`src/hw/rtl/gf256_arithmetic_unit_assert.svh`:
```
// Assertion macros for the GF(2^8) arithmetic unit.
`ifndef GF256_ARITHMETIC_UNIT_ASSERT_SVH
`define GF256_ARITHMETIC_UNIT_ASSERT_SVH

// Same-cycle implication.
`define GFAU_ASSERT_IMP(label, clk, rst, lhs, rhs) \
  label: assert property (@(posedge clk) disable iff (rst) (lhs) |-> (rhs)) \
    else $error("gfau assertion failed");

// Next-cycle implication.
`define GFAU_ASSERT_NXT(label, clk, rst, lhs, rhs) \
  label: assert property (@(posedge clk) disable iff (rst) (lhs) |=> (rhs)) \
    else $error("gfau assertion failed");

`endif

```
`src/hw/rtl/gfau_pkg.sv`:
```
`timescale 1ns / 1ps
// ----------------------------------------------------------------------------
// gfau_pkg
// Shared types, operation codes and log/antilog tables for GF(2^8), 0x11D.
// ----------------------------------------------------------------------------
package gfau_pkg;

  typedef enum logic [2:0] {
    OP_ADD = 3'd0,
    OP_SUB = 3'd1,
    OP_MUL = 3'd2,
    OP_DIV = 3'd3,
    OP_POW = 3'd4
  } op_t;

  localparam logic [8:0] GF_POLY  = 9'h11D;
  localparam logic [8:0] GF_ORDER = 9'd255;

  typedef logic [7:0] gf_tbl_t [256];

  // alpha^i, i = 0..255 (entry 255 wraps to 1)
  function automatic gf_tbl_t gen_exp_tbl();
    gf_tbl_t    t;
    logic [8:0] x;
    x = 9'd1;
    for (int i = 0; i < 256; i++) begin
      t[i] = x[7:0];
      x = {x[7:0], 1'b0};
      if (x[8]) begin
        x = x ^ GF_POLY;
      end
    end
    return t;
  endfunction

  // discrete log; entry 0 is unused
  function automatic gf_tbl_t gen_log_tbl();
    gf_tbl_t t;
    gf_tbl_t e;
    e = gen_exp_tbl();
    for (int i = 0; i < 256; i++) begin
      t[i] = 8'd0;
    end
    for (int i = 0; i < 255; i++) begin
      t[e[i]] = 8'(i);
    end
    return t;
  endfunction

  localparam gf_tbl_t GF_EXP = gen_exp_tbl();
  localparam gf_tbl_t GF_LOG = gen_log_tbl();

  // per-item flags that ride along the pipe
  typedef struct packed {
    logic [2:0] func;
    logic       a_zero;
    logic       b_zero;
    logic       e_zero;
    logic [7:0] xor_val;
  } side_t;

  typedef struct packed {
    side_t      side;
    logic [7:0] log_a;
    logic [7:0] exp_red;  // exponent mod 255
    logic [8:0] log_sum;  // mul/div log sum before reduction
  } front_t;

  typedef struct packed {
    side_t      side;
    logic [7:0] idx;      // antilog index, 0..254
  } mod_t;

endpackage

```
`src/hw/rtl/gfau_if.sv`:
```
`timescale 1ns / 1ps
// ----------------------------------------------------------------------------
// gfau_cmd_if / gfau_rsp_if
// Valid/ready channels for operation requests and results.
// ----------------------------------------------------------------------------
interface gfau_cmd_if;
  logic        valid;
  logic        ready;
  logic [2:0]  func;
  logic [7:0]  operand_a;
  logic [7:0]  operand_b;
  logic [31:0] exponent;

  modport source (output valid, func, operand_a, operand_b, exponent, input ready);
  modport sink   (input valid, func, operand_a, operand_b, exponent, output ready);
endinterface

interface gfau_rsp_if;
  logic       valid;
  logic       ready;
  logic [7:0] result;
  logic       divide_by_zero;

  modport source (output valid, result, divide_by_zero, input ready);
  modport sink   (input valid, result, divide_by_zero, output ready);
endinterface

```
`src/hw/rtl/gfau_front.sv`:
```
`timescale 1ns / 1ps
// ----------------------------------------------------------------------------
// gfau_front
// Stages 1-2: log lookups, exponent byte sum, exponent mod 255, log sums.
// ----------------------------------------------------------------------------
module gfau_front (
  input  logic             clk,
  input  logic             rst,
  input  logic             in_valid,
  output logic             in_ready,
  input  logic [2:0]       func,
  input  logic [7:0]       operand_a,
  input  logic [7:0]       operand_b,
  input  logic [31:0]      exponent,
  output logic             out_valid,
  input  logic             out_ready,
  output gfau_pkg::front_t out_data
);
  import gfau_pkg::*;

  logic       v1, v2;
  logic       adv1, adv2;
  side_t      side1;
  logic [7:0] log_a1, log_b1;
  logic [9:0] esum1;
  front_t     s2;

  logic [8:0] efold;
  logic [8:0] lsum_next;

  assign adv2     = !v2 || out_ready;
  assign adv1     = !v1 || adv2;
  assign in_ready = adv1;

  // 256 == 1 mod 255: fold the 10-bit byte sum once, then one subtract
  assign efold = 9'(esum1[7:0]) + 9'(esum1[9:8]);

  always_comb begin
    if (side1.func == OP_DIV) begin
      lsum_next = 9'(log_a1) + (GF_ORDER - 9'(log_b1));
    end else begin
      lsum_next = 9'(log_a1) + 9'(log_b1);
    end
  end

  always_ff @(posedge clk) begin
    if (rst) begin
      v1 <= 1'b0;
      v2 <= 1'b0;
    end else begin
      if (adv1) begin
        v1 <= in_valid;
      end
      if (adv2) begin
        v2 <= v1;
      end
    end
    if (adv1 && in_valid) begin
      side1.func    <= func;
      side1.a_zero  <= (operand_a == 8'd0);
      side1.b_zero  <= (operand_b == 8'd0);
      side1.e_zero  <= (exponent == 32'd0);
      side1.xor_val <= operand_a ^ operand_b;
      log_a1        <= GF_LOG[operand_a];
      log_b1        <= GF_LOG[operand_b];
      esum1         <= 10'(exponent[7:0]) + 10'(exponent[15:8])
                     + 10'(exponent[23:16]) + 10'(exponent[31:24]);
    end
    if (adv2 && v1) begin
      s2.side    <= side1;
      s2.log_a   <= log_a1;
      s2.exp_red <= (efold >= GF_ORDER) ? 8'(efold - GF_ORDER) : efold[7:0];
      s2.log_sum <= lsum_next;
    end
  end

  assign out_valid = v2;
  assign out_data  = s2;

endmodule

```
`src/hw/rtl/gfau_mod.sv`:
```
`timescale 1ns / 1ps
// ----------------------------------------------------------------------------
// gfau_mod
// Stages 3-4: power log product, then reduction of the log value mod 255.
// ----------------------------------------------------------------------------
module gfau_mod (
  input  logic             clk,
  input  logic             rst,
  input  logic             in_valid,
  output logic             in_ready,
  input  gfau_pkg::front_t in_data,
  output logic             out_valid,
  input  logic             out_ready,
  output gfau_pkg::mod_t   out_data
);
  import gfau_pkg::*;

  logic        v3, v4;
  logic        adv3, adv4;
  side_t       side3;
  logic [15:0] raw3;
  mod_t        s4;
  logic [8:0]  fold;

  assign adv4     = !v4 || out_ready;
  assign adv3     = !v3 || adv4;
  assign in_ready = adv3;

  // raw <= 254*254: high byte + low byte stays below 2*255
  assign fold = 9'(raw3[15:8]) + 9'(raw3[7:0]);

  always_ff @(posedge clk) begin
    if (rst) begin
      v3 <= 1'b0;
      v4 <= 1'b0;
    end else begin
      if (adv3) begin
        v3 <= in_valid;
      end
      if (adv4) begin
        v4 <= v3;
      end
    end
    if (adv3 && in_valid) begin
      side3 <= in_data.side;
      if (in_data.side.func == OP_POW) begin
        raw3 <= 16'(in_data.log_a) * 16'(in_data.exp_red);
      end else begin
        raw3 <= 16'(in_data.log_sum);
      end
    end
    if (adv4 && v3) begin
      s4.side <= side3;
      s4.idx  <= (fold >= GF_ORDER) ? 8'(fold - GF_ORDER) : fold[7:0];
    end
  end

  assign out_valid = v4;
  assign out_data  = s4;

endmodule

```
`src/hw/rtl/gfau_back.sv`:
```
`timescale 1ns / 1ps
// ----------------------------------------------------------------------------
// gfau_back
// Stage 5: antilog lookup, zero handling, result select, output register.
// ----------------------------------------------------------------------------
module gfau_back (
  input  logic           clk,
  input  logic           rst,
  input  logic           in_valid,
  output logic           in_ready,
  input  gfau_pkg::mod_t in_data,
  output logic           out_valid,
  input  logic           out_ready,
  output logic [7:0]     result,
  output logic           divide_by_zero
);
  import gfau_pkg::*;

  logic       v5;
  logic       adv5;
  logic [7:0] alog;
  logic [7:0] res_next;
  logic       dz_next;

  assign adv5     = !v5 || out_ready;
  assign in_ready = adv5;
  assign alog     = GF_EXP[in_data.idx];

  always_comb begin
    res_next = 8'd0;
    dz_next  = 1'b0;
    unique case (in_data.side.func)
      OP_ADD, OP_SUB: res_next = in_data.side.xor_val;
      OP_MUL: begin
        res_next = (in_data.side.a_zero || in_data.side.b_zero) ? 8'd0 : alog;
      end
      OP_DIV: begin
        dz_next  = in_data.side.b_zero;
        res_next = (in_data.side.a_zero || in_data.side.b_zero) ? 8'd0 : alog;
      end
      OP_POW: begin
        if (in_data.side.a_zero) begin
          res_next = in_data.side.e_zero ? 8'd1 : 8'd0;
        end else begin
          res_next = alog;
        end
      end
      default: begin
        res_next = 8'd0;
        dz_next  = 1'b0;
      end
    endcase
  end

  always_ff @(posedge clk) begin
    if (rst) begin
      v5 <= 1'b0;
    end else if (adv5) begin
      v5 <= in_valid;
    end
    if (adv5 && in_valid) begin
      result         <= res_next;
      divide_by_zero <= dz_next;
    end
  end

  assign out_valid = v5;

endmodule

```
`src/hw/rtl/gf256_arithmetic_unit.sv`:
```
`timescale 1ns / 1ps
// ----------------------------------------------------------------------------
// gf256_arithmetic_unit
// Pipelined GF(2^8) add/sub/mul/div/pow over polynomial 0x11D, generator 2.
// ----------------------------------------------------------------------------
// Takes one transaction per clock on cmd while cmd.ready is high and
// returns one transaction on rsp per request, in order. Multiply, divide
// and power run through log/antilog tables: the exponent is reduced mod 255
// by byte folding, power multiplies the base's log by it in an 8x8
// multiplier, and the five register stages are lookup, fold, multiply,
// mod 255, antilog and select. Divide by zero returns 0 with divide_by_zero
// set; 0^0 is 1 and 0^e is 0 for e > 0; unused operation codes return 0.
// cmd.ready follows rsp.ready combinationally and drops only when all five
// stages hold data and rsp is stalled.
// ----------------------------------------------------------------------------
`include "gf256_arithmetic_unit_assert.svh"

module gf256_arithmetic_unit (
  input logic        clk,
  input logic        rst,
  gfau_cmd_if.sink   cmd,
  gfau_rsp_if.source rsp
);
  import gfau_pkg::*;

  // stage 1-2 -> stage 3-4
  logic   fr_valid, fr_ready;
  front_t fr_data;
  // stage 3-4 -> stage 5
  logic   md_valid, md_ready;
  mod_t   md_data;

  // log lookups, exponent mod 255, mul/div log sums
  gfau_front u_front (
    .clk       (clk),
    .rst       (rst),
    .in_valid  (cmd.valid),
    .in_ready  (cmd.ready),
    .func      (cmd.func),
    .operand_a (cmd.operand_a),
    .operand_b (cmd.operand_b),
    .exponent  (cmd.exponent),
    .out_valid (fr_valid),
    .out_ready (fr_ready),
    .out_data  (fr_data)
  );

  // power product and mod 255 reduction
  gfau_mod u_mod (
    .clk       (clk),
    .rst       (rst),
    .in_valid  (fr_valid),
    .in_ready  (fr_ready),
    .in_data   (fr_data),
    .out_valid (md_valid),
    .out_ready (md_ready),
    .out_data  (md_data)
  );

  // antilog, special cases, output register
  gfau_back u_back (
    .clk            (clk),
    .rst            (rst),
    .in_valid       (md_valid),
    .in_ready       (md_ready),
    .in_data        (md_data),
    .out_valid      (rsp.valid),
    .out_ready      (rsp.ready),
    .result         (rsp.result),
    .divide_by_zero (rsp.divide_by_zero)
  );

  // backpressure only ever starts at a stalled output
  `GFAU_ASSERT_IMP(a_stall_origin, clk, rst, !cmd.ready, rsp.valid && !rsp.ready)
  // reduced antilog index never reaches 255
  `GFAU_ASSERT_IMP(a_idx_range, clk, rst, md_valid, md_data.idx != 8'hFF)
  // divide by zero always returns zero
  `GFAU_ASSERT_IMP(a_dz_zero, clk, rst, rsp.valid && rsp.divide_by_zero,
                   rsp.result == 8'd0)
  // a flagged item entering stage 5 comes out flagged
  `GFAU_ASSERT_NXT(a_dz_track, clk, rst,
                   md_valid && md_ready && md_data.side.func == OP_DIV
                   && md_data.side.b_zero,
                   rsp.valid && rsp.divide_by_zero)

endmodule

```
`src/flat_wrapper.sv`:
```
// flat-port wrapper written by rule: the top's interface ports become plain ports
module gf256_arithmetic_unit_flat import gfau_pkg::*;
  (clk, rst, cmd_valid, cmd_func, cmd_operand_a, cmd_operand_b, cmd_exponent, cmd_ready, rsp_valid, rsp_result, rsp_divide_by_zero, rsp_ready);
  gfau_cmd_if cmd_i ();
  gfau_rsp_if rsp_i ();
  input logic clk;
  input logic rst;
  input wire logic [$bits(cmd_i.valid)-1:0] cmd_valid;
  input wire logic [$bits(cmd_i.func)-1:0] cmd_func;
  input wire logic [$bits(cmd_i.operand_a)-1:0] cmd_operand_a;
  input wire logic [$bits(cmd_i.operand_b)-1:0] cmd_operand_b;
  input wire logic [$bits(cmd_i.exponent)-1:0] cmd_exponent;
  output wire logic [$bits(cmd_i.ready)-1:0] cmd_ready;
  output wire logic [$bits(rsp_i.valid)-1:0] rsp_valid;
  output wire logic [$bits(rsp_i.result)-1:0] rsp_result;
  output wire logic [$bits(rsp_i.divide_by_zero)-1:0] rsp_divide_by_zero;
  input wire logic [$bits(rsp_i.ready)-1:0] rsp_ready;
  assign cmd_i.valid = cmd_valid;
  assign cmd_i.func = cmd_func;
  assign cmd_i.operand_a = cmd_operand_a;
  assign cmd_i.operand_b = cmd_operand_b;
  assign cmd_i.exponent = cmd_exponent;
  assign cmd_ready = cmd_i.ready;
  assign rsp_valid = rsp_i.valid;
  assign rsp_result = rsp_i.result;
  assign rsp_divide_by_zero = rsp_i.divide_by_zero;
  assign rsp_i.ready = rsp_ready;
  gf256_arithmetic_unit u_core (.clk(clk), .rst(rst), .cmd(cmd_i), .rsp(rsp_i));
endmodule
```
`config.mk`:
```
export PLATFORM = sky130hd
export DESIGN_NAME = gf256_arithmetic_unit_flat
export DESIGN_NICKNAME = d
export VERILOG_FILES = /design/src/hw/rtl/gfau_pkg.sv /design/src/hw/rtl/gfau_if.sv /design/src/hw/rtl/gfau_front.sv /design/src/hw/rtl/gfau_mod.sv /design/src/hw/rtl/gfau_back.sv /design/src/hw/rtl/gf256_arithmetic_unit.sv /design/src/flat_wrapper.sv
export VERILOG_INCLUDE_DIRS = /design/src /design/src/hw/rtl
export SDC_FILE = /design/constraint.sdc
export NUM_CORES = 1
export LEC_CHECK = 0
export BUFFER_PORTS_ARGS = -buffer_cell sky130_fd_sc_hd__buf_2
export CAP_MARGIN = 30
export CORE_MARGIN = 1.5
export CORE_UTILIZATION = 30
export CTS_CLUSTER_SIZE = 30
export DETAILED_ROUTE_END_ITERATION = 8
export GPL_TIMING_DRIVEN = 1
export PLACE_DENSITY = 0.53
export SETUP_SLACK_MARGIN = 0.1
export SYNTH_ARGS = -nofsm -noshare
export SYNTH_HDL_FRONTEND = slang
export SYNTH_SLANG_ARGS = --single-unit
```
`constraint.sdc`:
```
create_clock -name clk -period 5.15 [get_ports clk]
set_clock_uncertainty 0.05 [all_clocks]
set_input_delay 0.2575 -clock clk [delete_from_list [all_inputs] [get_ports clk]]
set_output_delay 0.2575 -clock clk [all_outputs]
set_load 0.03 [all_outputs]
```
==> impl_metrics.env <==
export IMPL_status="complete, no violations"
export IMPL_syn_area_um2=19000
export IMPL_synth_largest_area_cell="edfxtp_1"
export IMPL_die_area_um2=64800
export IMPL_dr_pass1_iters=6
export IMPL_clk_path_buf_depth=2
export IMPL_yosys_warnings=0
export IMPL_crit_start="u_core.u_front.out_data[20]$_DFFE_PP_"
export IMPL_synth_area_top_cells="edfxtp_1 (22%), ha_1 (8.5%), fa_1 (5.9%)"
export IMPL_finalCritPeriodShare=0.899
export IMPL_layout_common_cells="nand2_1 (183), o21ai_0 (152), a21oi_1 (150), nor2_1 (145), edfxtp_1 (140)"
export IMPL_min_path_type="in -> reg"
export IMPL_setup_worst_path_end_class="register"
export IMPL_met2_length_um=31000
export IMPL_dp_cells=3049
export IMPL_max_freq_mhz=216
export IMPL_cp_slowest_cell="edfxtp_1"
export IMPL_overflow=0
export IMPL_met3_length_um=7290
export IMPL_finalSetupViolCount=0
export IMPL_synth_cells=2303
export IMPL_ys_seq_elements=145
export IMPL_synth_edf_count=140
export IMPL_initial_core_util=0.302
export IMPL_antenna_cells=0
export IMPL_area_growth_pct=7.27
export IMPL_core_um2=62700
export IMPL_numPortBuffers=65
export IMPL_final_common_cell="nand2_1"
export IMPL_critPathLaunchType="register"
export IMPL_tightest_slew_ns=1.10
export IMPL_met1Wirelength_um=28600
export IMPL_ys_seq_area_frac=0.227
export IMPL_ant_nets=0
export IMPL_syn_area_per_cell_um2=8.24
export IMPL_drc_errors=0
export IMPL_cp_cell_sequence="and2_1 > fa_1 > fa_1 > inv_1 > fa_1 > fa_1 > inv_1 > ha_1 > o21a_1 > o21ai_0 > a21oi_1 > o41ai_1 > mux2i_1"
export IMPL_cts_num_sinks=145
export IMPL_first_global_vias=17700
export IMPL_grt_max_degree=90
export IMPL_fp_dieH_um=254
export IMPL_path_depth=13
export IMPL_setup_tns_ns=0
export IMPL_root_buffer="clkbuf_16"
export IMPL_crit_top_cell="fa_1"
export IMPL_dp_hpwl_um=49700
export IMPL_holdCritStartpoint="cmd_func[0]"
export IMPL_syn_num_nets=2543
export IMPL_clock_latency_ns=0.41
export IMPL_crit_arrival_ns=4.73
export IMPL_drt_vias_per_instance=6.17
export IMPL_yosysUniqueCellTypes=91
export IMPL_r2r_worst_path_cells=13
export IMPL_layout_min_cycle_time_ns=4.63
export IMPL_final_cells=3082
export IMPL_critPathTopFamily="adder cells"
export IMPL_place_gp_congestion=0.985
export IMPL_crit_type="reg -> reg"
export IMPL_critPathBufInv=2
export IMPL_grt_pass1_wl_um=106000
export IMPL_cts_buffers=17
export IMPL_cts_clk_slew_worst_paths_ns=0.06
export IMPL_io_pins=66
export IMPL_dr_first_iter_drc_count=2436
export IMPL_p_per_area_nw_per_um2=260
export IMPL_hold_path_depth=1
export IMPL_wire_per_inst_um=22.6
export IMPL_final_layout_size_suffix_gt1_frac=0.100
export IMPL_top_layer="met4"
export IMPL_finalNetCount=2463
export IMPL_drt_wl_total_um=69700
export IMPL_hold_violations=0
export IMPL_path_max_fanout=8
export IMPL_vdd_drop_max_mv=0.231
export IMPL_r2r_start="u_core.u_front.out_data[20]$_DFFE_PP_"
export IMPL_die_width_um=254
export IMPL_rows=92
export IMPL_grt_use_total=0.209
export IMPL_relSlewSlack=0.251
export IMPL_cts_max_level=4
export IMPL_cp_data_required_time_ns=5.25
export IMPL_cts_tree="done"
export IMPL_ys_flop_type="edfxtp_1"
export IMPL_synth_top_area_frac=0.222
export IMPL_antenna_found_initial=1
export IMPL_slowest_delay_ns=0.51
export IMPL_cap_violations=0
export IMPL_async_flop_share=0
export IMPL_finalMaxSlewViolations=0
export IMPL_p_leak_nw=7.54
export IMPL_rsz0062_at_grt="no"
export IMPL_vias=19000
-- power by group --
part           total (mW)  switching (mW)  internal [mW]
Combinational        2.60            1.55           1.05
Sequential           1.55          0.0947           1.45
Clock                1.15           0.502          0.651
-- cell type report --
cell class,instances,area (µm²)
fill,6590,42400
multi-input combinational,1843,13400
sequential,145,4300
tap,846,1060
timing repair buffer,108,676
clock buffer,19,454
inverter,108,405
clock inverter,13,100
-- cells in the mapped netlist (all sizes together), types with 26 or more instances --
cell type,number
buf,111
nor2b,54
o311ai,32
a21o,26
a211oi,64
nor3,67
clkbuf,96
nand3,76
a31oi,52
nand2b,66
ha,129
fa,56
inv,107
xnor2,26
nand2,185
o211ai,44
a21oi,150
and2,72
o21ai,157
a311oi,46
edfxtp,140
nor2,147
-- per-stage QoR --
stage	hold slack [ns]	power [mW]	utilization	area (µm²)	worst slack, ns
after floorplan	0.277	3.46	-	19000	0.810
after global placement	0.353	4.10	0.315	19800	0.668
after detailed placement	0.355	4.12	0.315	19800	0.579
after CTS	0.0118	5.30	0.324	20400	0.568
after global routing	0.0114	5.66	0.324	20400	0.282
final	0.0561	5.30	0.324	20400	0.522
-- registers in the layout, summed over array words and instances, names as in the netlist --
name / count
u_core.u_mod.out_data: 22
u_core.u_mod.side3: 14
u_core.u_back.divide_by_zero: 1
u_core.u_front.side1: 14
u_core.u_mod.raw3: 16
u_core.u_mod.v3: 1
u_core.u_back.result: 8
u_core.u_front.log_a1: 8
u_core.u_front.out_valid: 1
u_core.u_front.log_b1: 8
u_core.u_mod.out_valid: 1
u_core.u_back.out_valid: 1
u_core.u_front.out_data: 39
u_core.u_front.v1: 1
u_core.u_front.esum1: 10
-- routing by layer --
metal,vias to the layer above,global-route usage
met5,-,0
met1,9061,0.283
met2,1258,0.322
li1,8490,-
met4,0,0.0845
met3,209,0.0422
-- kinds of logic after synthesis --
logic type / after synthesis / synth area share
AO/OA/AOI/OAI: 775 / 0.280
XOR/XNOR: 46 / 0.0216
adder cells (fa/ha/maj): 185 / 0.144
buffers and inverters: 315 / 0.0710
flip-flops: 145 / 0.227
multiplexers: 54 / 0.0458
AND/OR/NAND/NOR: 783 / 0.210
-- worst paths after layout --
path                                      endpoint  slack, ns
max            u_core.u_mod.raw3[13]$_SDFFCE_PP0P_       0.52
min reg2reg  u_core.u_front.out_data[30]$_DFFE_PP_       0.36
min             u_core.u_front.side1[11]$_DFFE_PP_       0.06
max reg2reg    u_core.u_mod.raw3[13]$_SDFFCE_PP0P_       0.52
-- repair_timing --
action,CTS,global route
endpoints found under the hold margin,5,0
hold buffers,1,0
resized for setup,0,0
buffers inserted,0,0
No activity file was read; power rests on OpenSTA's default activity.
